`src/hdl/bprs_pkg.sv`:
```
// ----------------------------------------------------------------------------
// bprs_pkg: shared types and constants for the block partition range splitter
// Field widths, register indexes and parameter defaults.
// ----------------------------------------------------------------------------
package bprs_pkg;

  localparam int FIELD_W      = 31;   // row fields on the channels
  localparam int OWNER_W      = 6;    // owner field on the result channel
  localparam int PCOUNT_W     = 7;    // proc_count register
  localparam int CFG_IDX_W    = 1;
  localparam int CFG_DATA_W   = 31;

  localparam int DEF_MAX_OWNERS = 64;
  localparam int DEF_ROW_BITS   = 31;

  typedef logic [CFG_IDX_W-1:0] cfg_idx_t;

  localparam cfg_idx_t REG_TOTAL_ROWS = 1'b0;
  localparam cfg_idx_t REG_PROC_COUNT = 1'b1;

  typedef logic [FIELD_W-1:0] row_field_t;
  typedef logic [OWNER_W-1:0] owner_t;

endpackage

```
`src/hdl/bprs_in_if.sv`:
```
// ----------------------------------------------------------------------------
// bprs_in_if: range request channel
// Valid/ready channel carrying one inclusive row range per request.
// ----------------------------------------------------------------------------
interface bprs_in_if import bprs_pkg::*; ();
  logic       valid;
  logic       ready;
  row_field_t range_first;
  row_field_t range_last;

  modport source (output valid, output range_first, output range_last, input ready);
  modport sink   (input valid, input range_first, input range_last, output ready);
endinterface

```
`src/hdl/bprs_out_if.sv`:
```
// ----------------------------------------------------------------------------
// bprs_out_if: piece result channel
// Valid/ready channel carrying one owner piece per transfer.
// ----------------------------------------------------------------------------
interface bprs_out_if import bprs_pkg::*; ();
  logic       valid;
  logic       ready;
  owner_t     owner;
  row_field_t piece_first;
  row_field_t piece_last;
  logic       is_last;
  logic       empty_res;

  modport source (output valid, output owner, output piece_first, output piece_last,
                  output is_last, output empty_res, input ready);
  modport sink   (input valid, input owner, input piece_first, input piece_last,
                  input is_last, input empty_res, output ready);
endinterface

```
`src/hdl/block_partition_range_splitter_top.sv`:
```
// ----------------------------------------------------------------------------
// block_partition_range_splitter_top: split a row range over block owners
// Finds the owners of the first and last row of a range in a balanced block
// distribution and emits one clipped piece per owner in between.
// ----------------------------------------------------------------------------
// Usage:
//   cfg_we/cfg_idx/cfg_wdata write total_rows (index 0) and proc_count
//   (index 1); write only while the block is idle.
//   in_ch takes one range request when valid and ready are high. ready is
//   high only while the block is idle, so one range is worked at a time.
//   out_ch returns the pieces in ascending owner order, the final one with
//   is_last set; an empty range (first > last) gives one result with
//   empty_res set and all other fields zero.
// Sequence: one restoring divider (one quotient bit per cycle) runs for
//   total_rows / proc_count and for the owners of the first and last row,
//   except a row past a distribution with no full blocks, which needs no
//   division; the base steps then compute the block start before the first
//   piece is registered. An empty range goes straight to the empty result,
//   loaded once the output is free. Then one piece per cycle while ready.
// The next range is accepted as soon as the final piece sits in the output
//   register. A stalled receiver holds the output register and the piece
//   sequencer until ready returns; nothing is dropped.
// Reset: rst_n (synchronous) returns to idle, drops the output valid and
//   loads total_rows = 64, proc_count = 1.
// ----------------------------------------------------------------------------
module block_partition_range_splitter_top import bprs_pkg::*; #(
  parameter int MAX_OWNERS = DEF_MAX_OWNERS,
  parameter int ROW_BITS   = DEF_ROW_BITS
) (
  input  logic                  clk,
  input  logic                  rst_n,
  input  logic                  cfg_we,
  input  cfg_idx_t              cfg_idx,
  input  logic [CFG_DATA_W-1:0] cfg_wdata,
  bprs_in_if.sink               in_ch,
  bprs_out_if.source            out_ch
);

  localparam int CNT_W = $clog2(ROW_BITS + 1);

  localparam logic [3:0] S_IDLE  = 4'd0;
  localparam logic [3:0] S_DIVN  = 4'd1;
  localparam logic [3:0] S_SW    = 4'd2;
  localparam logic [3:0] S_PREP  = 4'd3;
  localparam logic [3:0] S_DIVR  = 4'd4;
  localparam logic [3:0] S_BASE1 = 4'd5;
  localparam logic [3:0] S_BASE2 = 4'd6;
  localparam logic [3:0] S_BASE3 = 4'd7;
  localparam logic [3:0] S_EMIT  = 4'd8;
  localparam logic [3:0] S_EMPTY = 4'd9;

  // configuration
  logic [ROW_BITS-1:0] total_rows_r;
  logic [PCOUNT_W-1:0] proc_count_r;

  logic [3:0]          state_r;

  // held range
  logic [ROW_BITS-1:0] first_r;
  logic [ROW_BITS-1:0] last_r;

  // distribution geometry
  logic [ROW_BITS-1:0] size_r;
  logic [PCOUNT_W-1:0] extra_r;
  logic [ROW_BITS:0]   sw_r;
  logic [OWNER_W-1:0]  cap_r;

  // shared serial divider
  logic [ROW_BITS-1:0] div_dvd_r;
  logic [ROW_BITS:0]   div_dvs_r;
  logic [ROW_BITS:0]   div_rem_r;
  logic [ROW_BITS-1:0] div_q_r;
  logic [CNT_W-1:0]    div_cnt_r;
  logic [ROW_BITS+1:0] div_trial;
  logic                div_ge;
  logic [ROW_BITS:0]   div_rem_nxt;
  logic [ROW_BITS-1:0] div_q_nxt;

  logic                which_r;     // 0: first row, 1: last row
  logic                add_extra_r;

  logic [OWNER_W-1:0]  o_start_r;
  logic [OWNER_W-1:0]  o_end_r;
  logic [OWNER_W-1:0]  o_r;

  logic [ROW_BITS-1:0] prod_r;
  logic [ROW_BITS-1:0] bstart_r;
  logic [ROW_BITS-1:0] bnext_r;

  // output register
  logic                out_valid_r;
  owner_t              out_owner_r;
  row_field_t          out_first_r;
  row_field_t          out_last_r;
  logic                out_is_last_r;
  logic                out_empty_r;

  logic [PCOUNT_W-1:0] p_eff;
  logic [PCOUNT_W-1:0] p_min_n;
  logic [OWNER_W-1:0]  cap_calc;
  logic [ROW_BITS-1:0] prep_row;
  logic                prep_below_sw;
  logic [ROW_BITS:0]   owner_cand;
  logic [OWNER_W-1:0]  owner_clamped;
  logic [ROW_BITS+PCOUNT_W:0] sw_prod;
  logic [ROW_BITS+OWNER_W-1:0] base_prod;
  logic [PCOUNT_W-1:0] min_o_extra;
  logic                o_start_small;
  logic                o_next_small;
  logic                out_free;
  logic                out_load;
  logic                in_fire;

  // ---------------------------------------------------------------------------
  // combinational helpers
  // ---------------------------------------------------------------------------
  always_comb begin
    if (proc_count_r == '0) begin
      p_eff = PCOUNT_W'(1);
    end else if (proc_count_r > PCOUNT_W'(MAX_OWNERS)) begin
      p_eff = PCOUNT_W'(MAX_OWNERS);
    end else begin
      p_eff = proc_count_r;
    end

    if (total_rows_r < ROW_BITS'(p_eff)) begin
      p_min_n = total_rows_r[PCOUNT_W-1:0];
    end else begin
      p_min_n = p_eff;
    end
    cap_calc = (total_rows_r == '0) ? '0 : OWNER_W'(p_min_n - PCOUNT_W'(1));

    // one restoring division step
    div_trial   = {div_rem_r, div_dvd_r[ROW_BITS-1]};
    div_ge      = (div_trial >= {1'b0, div_dvs_r});
    div_rem_nxt = div_ge ? (ROW_BITS+1)'(div_trial - {1'b0, div_dvs_r})
                         : div_trial[ROW_BITS:0];
    div_q_nxt   = {div_q_r[ROW_BITS-2:0], div_ge};

    prep_row      = which_r ? last_r : first_r;
    prep_below_sw = ({1'b0, prep_row} < sw_r);

    owner_cand = add_extra_r ? ({1'b0, div_q_nxt} + (ROW_BITS+1)'(extra_r))
                             : {1'b0, div_q_nxt};
    owner_clamped = (owner_cand > (ROW_BITS+1)'(cap_r)) ? cap_r
                                                         : owner_cand[OWNER_W-1:0];

    sw_prod   = ({1'b0, size_r} + (ROW_BITS+1)'(1)) * extra_r;
    base_prod = size_r * o_start_r;

    min_o_extra   = (PCOUNT_W'(o_start_r) < extra_r) ? PCOUNT_W'(o_start_r) : extra_r;
    o_start_small = (PCOUNT_W'(o_start_r) < extra_r);
    o_next_small  = ((PCOUNT_W'(o_r) + PCOUNT_W'(1)) < extra_r);

    out_free = !out_valid_r || out_ch.ready;
    out_load = out_free && ((state_r == S_EMIT) || (state_r == S_EMPTY));
    in_fire  = in_ch.valid && in_ch.ready;
  end

  assign in_ch.ready = (state_r == S_IDLE);

  assign out_ch.valid       = out_valid_r;
  assign out_ch.owner       = out_owner_r;
  assign out_ch.piece_first = out_first_r;
  assign out_ch.piece_last  = out_last_r;
  assign out_ch.is_last     = out_is_last_r;
  assign out_ch.empty_res   = out_empty_r;

  // ---------------------------------------------------------------------------
  // configuration registers
  // ---------------------------------------------------------------------------
  always_ff @(posedge clk) begin
    if (!rst_n) begin
      total_rows_r <= ROW_BITS'(64);
      proc_count_r <= PCOUNT_W'(1);
    end else if (cfg_we) begin
      case (cfg_idx)
        REG_TOTAL_ROWS: total_rows_r <= cfg_wdata[ROW_BITS-1:0];
        REG_PROC_COUNT: proc_count_r <= cfg_wdata[PCOUNT_W-1:0];
        default: ;
      endcase
    end
  end

  // ---------------------------------------------------------------------------
  // output valid
  // ---------------------------------------------------------------------------
  always_ff @(posedge clk) begin
    if (!rst_n) begin
      out_valid_r <= 1'b0;
    end else if (out_load) begin
      out_valid_r <= 1'b1;
    end else if (out_ch.ready) begin
      out_valid_r <= 1'b0;
    end
  end

  // ---------------------------------------------------------------------------
  // sequencer
  // ---------------------------------------------------------------------------
  always_ff @(posedge clk) begin
    if (!rst_n) begin
      state_r <= S_IDLE;
    end else begin
      case (state_r)
        S_IDLE: begin
          if (in_fire) begin
            first_r   <= in_ch.range_first[ROW_BITS-1:0];
            last_r    <= in_ch.range_last[ROW_BITS-1:0];
            div_dvd_r <= total_rows_r;
            div_dvs_r <= (ROW_BITS+1)'(p_eff);
            div_rem_r <= '0;
            div_q_r   <= '0;
            div_cnt_r <= CNT_W'(ROW_BITS);
            if (in_ch.range_first[ROW_BITS-1:0] > in_ch.range_last[ROW_BITS-1:0]) begin
              state_r <= S_EMPTY;
            end else begin
              state_r <= S_DIVN;
            end
          end
        end

        S_DIVN: begin
          div_dvd_r <= {div_dvd_r[ROW_BITS-2:0], 1'b0};
          div_rem_r <= div_rem_nxt;
          div_q_r   <= div_q_nxt;
          div_cnt_r <= div_cnt_r - CNT_W'(1);
          if (div_cnt_r == CNT_W'(1)) begin
            size_r  <= div_q_nxt;
            extra_r <= div_rem_nxt[PCOUNT_W-1:0];   // remainder is below the effective owner count
            state_r <= S_SW;
          end
        end

        S_SW: begin
          // rows below sw belong to the owners holding one extra row
          sw_r    <= sw_prod[ROW_BITS:0];
          cap_r   <= cap_calc;
          which_r <= 1'b0;
          state_r <= S_PREP;
        end

        S_PREP: begin
          div_rem_r <= '0;
          div_q_r   <= '0;
          div_cnt_r <= CNT_W'(ROW_BITS);
          if (prep_below_sw) begin
            div_dvd_r   <= prep_row;
            div_dvs_r   <= {1'b0, size_r} + (ROW_BITS+1)'(1);
            add_extra_r <= 1'b0;
            state_r     <= S_DIVR;
          end else if (size_r == '0) begin
            // no full blocks: the row lies past the distribution
            if (which_r) begin
              o_end_r <= cap_r;
              state_r <= S_BASE1;
            end else begin
              o_start_r <= cap_r;
              which_r   <= 1'b1;
            end
          end else begin
            div_dvd_r   <= ROW_BITS'(({1'b0, prep_row}) - sw_r);
            div_dvs_r   <= {1'b0, size_r};
            add_extra_r <= 1'b1;
            state_r     <= S_DIVR;
          end
        end

        S_DIVR: begin
          div_dvd_r <= {div_dvd_r[ROW_BITS-2:0], 1'b0};
          div_rem_r <= div_rem_nxt;
          div_q_r   <= div_q_nxt;
          div_cnt_r <= div_cnt_r - CNT_W'(1);
          if (div_cnt_r == CNT_W'(1)) begin
            if (which_r) begin
              o_end_r <= owner_clamped;
              state_r <= S_BASE1;
            end else begin
              o_start_r <= owner_clamped;
              which_r   <= 1'b1;
              state_r   <= S_PREP;
            end
          end
        end

        S_BASE1: begin
          prod_r  <= base_prod[ROW_BITS-1:0];
          state_r <= S_BASE2;
        end

        S_BASE2: begin
          bstart_r <= prod_r + ROW_BITS'(min_o_extra);
          state_r  <= S_BASE3;
        end

        S_BASE3: begin
          bnext_r <= bstart_r + size_r + ROW_BITS'(o_start_small);
          o_r     <= o_start_r;
          state_r <= S_EMIT;
        end

        S_EMIT: begin
          if (out_free) begin
            out_owner_r   <= o_r;
            out_first_r   <= (o_r == o_start_r) ? FIELD_W'(first_r) : FIELD_W'(bstart_r);
            out_last_r    <= (o_r == o_end_r) ? FIELD_W'(last_r)
                                              : FIELD_W'(bnext_r - ROW_BITS'(1));
            out_is_last_r <= (o_r == o_end_r);
            out_empty_r   <= 1'b0;
            if (o_r == o_end_r) begin
              state_r <= S_IDLE;
            end else begin
              o_r      <= o_r + OWNER_W'(1);
              bstart_r <= bnext_r;
              bnext_r  <= bnext_r + size_r + ROW_BITS'(o_next_small);
            end
          end
        end

        S_EMPTY: begin
          if (out_free) begin
            out_owner_r   <= '0;
            out_first_r   <= '0;
            out_last_r    <= '0;
            out_is_last_r <= 1'b0;
            out_empty_r   <= 1'b1;
            state_r       <= S_IDLE;
          end
        end

        default: begin
          state_r <= S_IDLE;
        end
      endcase
    end
  end

endmodule

```
`src/flat_wrapper.sv`:
```
// flat-port wrapper written by rule: the top's interface ports become plain ports
module block_partition_range_splitter_top_flat import bprs_pkg::*;
#(
  parameter int MAX_OWNERS = DEF_MAX_OWNERS,
  parameter int ROW_BITS   = DEF_ROW_BITS
)
  (clk, rst_n, cfg_we, cfg_idx, cfg_wdata, in_ch_valid, in_ch_range_first, in_ch_range_last, in_ch_ready, out_ch_valid, out_ch_owner, out_ch_piece_first, out_ch_piece_last, out_ch_is_last, out_ch_empty_res, out_ch_ready);
  bprs_in_if in_ch_i ();
  bprs_out_if out_ch_i ();
  input  logic clk;
  input  logic rst_n;
  input  logic cfg_we;
  input  cfg_idx_t cfg_idx;
  input  logic [CFG_DATA_W-1:0] cfg_wdata;
  input wire logic [$bits(in_ch_i.valid)-1:0] in_ch_valid;
  input wire logic [$bits(in_ch_i.range_first)-1:0] in_ch_range_first;
  input wire logic [$bits(in_ch_i.range_last)-1:0] in_ch_range_last;
  output wire logic [$bits(in_ch_i.ready)-1:0] in_ch_ready;
  output wire logic [$bits(out_ch_i.valid)-1:0] out_ch_valid;
  output wire logic [$bits(out_ch_i.owner)-1:0] out_ch_owner;
  output wire logic [$bits(out_ch_i.piece_first)-1:0] out_ch_piece_first;
  output wire logic [$bits(out_ch_i.piece_last)-1:0] out_ch_piece_last;
  output wire logic [$bits(out_ch_i.is_last)-1:0] out_ch_is_last;
  output wire logic [$bits(out_ch_i.empty_res)-1:0] out_ch_empty_res;
  input wire logic [$bits(out_ch_i.ready)-1:0] out_ch_ready;
  assign in_ch_i.valid = in_ch_valid;
  assign in_ch_i.range_first = in_ch_range_first;
  assign in_ch_i.range_last = in_ch_range_last;
  assign in_ch_ready = in_ch_i.ready;
  assign out_ch_valid = out_ch_i.valid;
  assign out_ch_owner = out_ch_i.owner;
  assign out_ch_piece_first = out_ch_i.piece_first;
  assign out_ch_piece_last = out_ch_i.piece_last;
  assign out_ch_is_last = out_ch_i.is_last;
  assign out_ch_empty_res = out_ch_i.empty_res;
  assign out_ch_i.ready = out_ch_ready;
  block_partition_range_splitter_top #(.MAX_OWNERS(MAX_OWNERS), .ROW_BITS(ROW_BITS)) u_core (.clk(clk), .rst_n(rst_n), .cfg_we(cfg_we), .cfg_idx(cfg_idx), .cfg_wdata(cfg_wdata), .in_ch(in_ch_i), .out_ch(out_ch_i));
endmodule
```
`config.mk`:
```
export PLATFORM = sky130hd
export DESIGN_NAME = block_partition_range_splitter_top_flat
export DESIGN_NICKNAME = d
export VERILOG_FILES = /design/src/hdl/bprs_pkg.sv /design/src/hdl/bprs_in_if.sv /design/src/hdl/bprs_out_if.sv /design/src/hdl/block_partition_range_splitter_top.sv /design/src/flat_wrapper.sv
export SDC_FILE = /design/constraint.sdc
export NUM_CORES = 2
export LEC_CHECK = 0
export BUFFER_PORTS_ARGS = -buffer_cell sky130_fd_sc_hd__buf_4
export CAP_MARGIN = 20
export CORE_MARGIN = 4
export CORE_UTILIZATION = 30
export CTS_BUF_LIST = sky130_fd_sc_hd__clkbuf_8
export DETAILED_ROUTE_END_ITERATION = 12
export GPL_ROUTABILITY_DRIVEN = 0
export GPL_TIMING_DRIVEN = 0
export PLACE_DENSITY_LB_ADDON = 0.3
export SYNTH_ARGS = -nofsm -noshare
export SYNTH_HDL_FRONTEND = slang
export SYNTH_SLANG_ARGS = --single-unit
export TNS_END_PERCENT = 30
```
`constraint.sdc`:
```
create_clock -name clk -period 21.6 [get_ports clk]
set_input_delay 0 -clock clk [delete_from_list [all_inputs] [get_ports clk]]
set_output_delay 0 -clock clk [all_outputs]
set_load 0.02 [all_outputs]
```
==> summary.md <==
| Metric | Value |
|---|---|
| Root Buffer | `clkbuf_8` |
| Worst-Margin Slew | `1070 ps` |
| Reg2Reg Depth | `24` |
| Final Hold Viols | `0` |
| Commonest cells post-synth | `nand2_1, edfxtp_1, inv_1, nor2_1, ha_1` |
| Top-area cell type share of the netlist area | `33.5%` |
| Hold Path Sink | `u_core.proc_count_r[6]` |
| GRT overflow | `0` |
| Largest net degree at the start of global routing | `63` |
| PwrDens | `69.3 mW/mm^2` |
| Setup Skew | `50.9 ps` |
| DRC Markers | `0` |
| Post-Layout Cell Count | `6,529` |
| Synth Area in Adders | `20.4%` |
| Die ar. | `0.141 sq mm` |
| Initial Util | `30.3%` |
| Max_slew headroom | `28.6%` |
| Status | `finished clean` |
| Finished Core Util | `35.8%` |
| Final Setup Violations | `0` |
| Average wire per standard cell | `21.4 microns` |
| Share of post-route cells with drive strength above 1 | `8.76%` |
| Hold depth | `4` |
| Die Wd | `375 microns` |
| Max clock buf depth | `3` |
| Synth area leader | `edfxtp_1` |
| Total CTS buffers | `83` |
| Setup TNS Final | `0 ps` |
| Top-count cell post-synth | `nand2_1` |
| Post-CTS Setup Inserts | `0` |
| FMAX | `113 MHz` |
| CTS tree | `done` |
| Largest family of logic cells by synthesized area | `adder cells` |
| H-tree depth | `3` |
| Number of max-cap violations | `0` |
| Element type at the critical path end | `flop` |
| Vias per cell | `5.18` |
| Max-slew violation count | `0` |
| Post-synthesis compound-gate area fraction | `13.9%` |
| Synth Area in Simple Gates | `15.7%` |
| Die height | `375 microns` |
| Register area share after synthesis | `35.6%` |
| Sinks on Clock Net | `494` |
| IO Pins | `171` |
| Static Leak | `19.9 nW` |
| First-pass GRT wire length | `209 mm` |
| Worst-path cell chain | `buf_2 -> nand3_1 -> nor2_1 -> and3_1 -> and3_1 -> and3_1 -> xor2_1 -> nand2_1 -> fa_1 -> fa_1 -> inv_1 -> fa_1 -> fa_1 -> ha_1 -> a2111oi_0 -> nand2_1 -> a21oi_1 -> or3_1 -> a31oi_1 -> a41o_1 -> or4_1 -> a31o_2 -> a21oi_1 -> xnor2_1` |
| ANT nets after route | `0` |
| CP max FO | `10` |
| Area Growth Syn to Fin | `18.3%` |
| DP HPWL | `110 mm` |
| Total Routing Usage GR | `19.4%` |
| Routed vias | `33,795` |
| Post-synthesis mux area share | `2.57%` |
| Yosys reg bits | `494` |
| Critical path class | `flop to flop` |
| Nets@finish | `5,305` |
| Reg-to-reg endpoint | `u_core.sw_r[28]` |
| FP Rows | `134` |
| Placed Instances | `6,180` |
| Vias in the first global route | `33,219` |
| Worst Path Arrival | `9310 ps` |
| Post-synthesis async set-or-reset flop share | `0%` |
| Worst-skew pair later-pin latency | `760 ps` |
| CP required | `22,070 ps` |
| Syn nets | `4,844` |
| YS warnings | `0` |
| Avg Inst Size Synth | `9.55 sq um` |
| Unrepaired setup endpoints after global routing | `no` |
| Cells taking the most area after synthesis | `edfxtp_1, fa_1, ha_1` |
| Critical path's slowest cell | `a2111oi_0` |
| Initial drt markers | `3,164` |
| Core Region | `0.134 sq mm` |
| VDD IR max | `0.0502 mV` |
| Cell Area, Synth | `0.0404 sq mm` |
| Most used cell along the critical path | `fa_1` |
| Hold Path Class | `input port to flop` |
| Period utilization | `40.9%` |
| Number of synthesized flops with an enable pin | `451` |
| PortBufs | `168` |
| Initial antenna violation count | `6` |
| Hold path startpoint | `cfg_wdata[6]` |
| Yosys cell types | `85` |
| Syn Inst Count | `4,233` |
| Clk pin slew, worst setup/hold paths | `60 ps` |
| Final wirelength | `140 mm` |
| Detailed Routing Iterations Pass 1 | `7` |
| Reg2reg setup slack | `12,760 ps` |
| Startpoint Class | `flop` |
| Total chip power | `0.00331 W` |
| Max incr delay on CP | `650 ps` |
| Reg2reg start | `u_core.size_r[3]` |
| Minimum clock period | `8840 ps` |
| Top FF cell, synth | `edfxtp_1` |
| XOR/XNOR share of the synthesized area | `6.47%` |
-- power by group --
group | internal (W) | switching [W] | leakage [nW] | total (W)
clock network | 0.000484 | 0.000435 | 0.947 | 0.000919
logic | 0.000404 | 0.000686 | 14.4 | 0.00109
registers | 0.00122 | 0.0000808 | 4.50 | 0.00131
total | 0.00211 | 0.00120 | 19.9 | 0.00331
-- area by class of cell --
cell class                      count  area, sq um
Multi-Input combinational cell   3169        24000
Clock buffer                       89         1220
Fill cell                       13500        85800
Clock inverter                     62          526
Timing Repair Buffer              376         3390
Sequential cell                   494        14400
Tap cell                         1768         2210
Buffer                            169          648
Antenna cell                        1         2.50
Inverter                          401         1510
-- cell families after synthesis --
| logic type | count (synthesis) |
|---|---|
| other | 1 |
| adder cells (fa/ha/maj) | 512 |
| AO/OA/AOI/OAI | 870 |
| XOR/XNOR | 299 |
| buffers and inverters | 570 |
| multiplexers | 99 |
| flip-flops | 494 |
| AND/OR/NAND/NOR | 1388 |
-- per-layer routing --
layer / vias to the layer above / part of all wire, % / track usage [%] / wire length (microns)
li1: 15625 / - / - / -
met1: 16737 / 43 / 26.3 / 60500
met2: 1223 / 46 / 32.0 / 64600
met3: 210 / 6.3 / 2.35 / 8760
met4: 0 / 4.1 / 7.17 / 5760
met5: - / 0 / 0 / 0
-- worst max path at each step --
stage                      from              end  slack, ps  cells after the start
2_1_floorplan  u_core.size_r[1]  u_core.sw_r[28]      14810                     24
3_3_place_gp   u_core.size_r[3]  u_core.sw_r[28]      13010                     24
3_5_place_dp   u_core.size_r[3]  u_core.sw_r[28]      13020                     24
4_1_cts        u_core.size_r[3]  u_core.sw_r[28]      12960                     24
5_1_grt        u_core.size_r[1]  u_core.sw_r[28]      12290                     24
6_report       u_core.size_r[3]  u_core.sw_r[28]      12760                     24
-- sequential cells by signal, summed over array words and instances, names as in the netlist, 30 cells and up --
signal                     flops
u_core.bnext_r                31
u_core.bstart_r               31
u_core.div_dvd_r              31
u_core.div_dvs_r              32
u_core.div_q_r                30
u_core.div_rem_r              32
u_core.first_r                31
u_core.last_r                 31
u_core.out_ch.piece_first     31
u_core.out_ch.piece_last      31
u_core.prod_r                 31
u_core.size_r                 31
u_core.sw_r                   32
u_core.total_rows_r           31
-- critical path: cells and delay by family, from the launching register on --
family                     cells  cell delay (ps)
xor gates and xnor gates       2              850
DFF                            1              540
and+or+nand+nor                9             2580
AOI/OAI and AO/OA              6             1770
buffers and inverters          2              430
adders and majority gates      5             2440
-- layout by cell type (no fill, tap or decap), types with 34 or more instances in the layout --
cell / netlist / layout
inv_1: 397 / 409
xor2_1: 103 / 103
buf_4: 1 / 171
mux2i_1: 59 / 59
ha_1: 267 / 267
clkbuf_8: 0 / 89
nor3_1: 44 / 42
xnor2_1: 196 / 196
nand2b_1: 34 / 34
dfxtp_1: 43 / 43
a21oi_1: 224 / 223
nor2_1: 305 / 303
dlygate4sd3_1: 0 / 194
and3_1: 37 / 35
a21boi_0: 52 / 52
edfxtp_1: 451 / 451
fa_1: 245 / 245
mux2_2: 40 / 40
and2_1: 90 / 88
a211oi_1: 54 / 54
a21o_1: 88 / 88
clkbuf_1: 149 / 149
o21a_1: 39 / 38
o21ai_0: 199 / 199
nand2_1: 599 / 599
nand3_1: 113 / 113
-- timing repair --
action,CTS,global route
resized for setup,0,0
hold endpoints to repair,114,0
hold buffers,194,0
-- stage by stage --
stage	instance area (sq um)	hold WS (ps)	setup WS, ps
2_1_floorplan	40400	98.9	14810
3_3_place_gp	43900	191	13010
3_5_place_dp	44200	192	13020
4_1_cts	47800	33.2	12960
5_1_grt	47900	57.7	12290
6_report	47900	110	12760
Note: power is estimated with default switching activity, not from simulation.
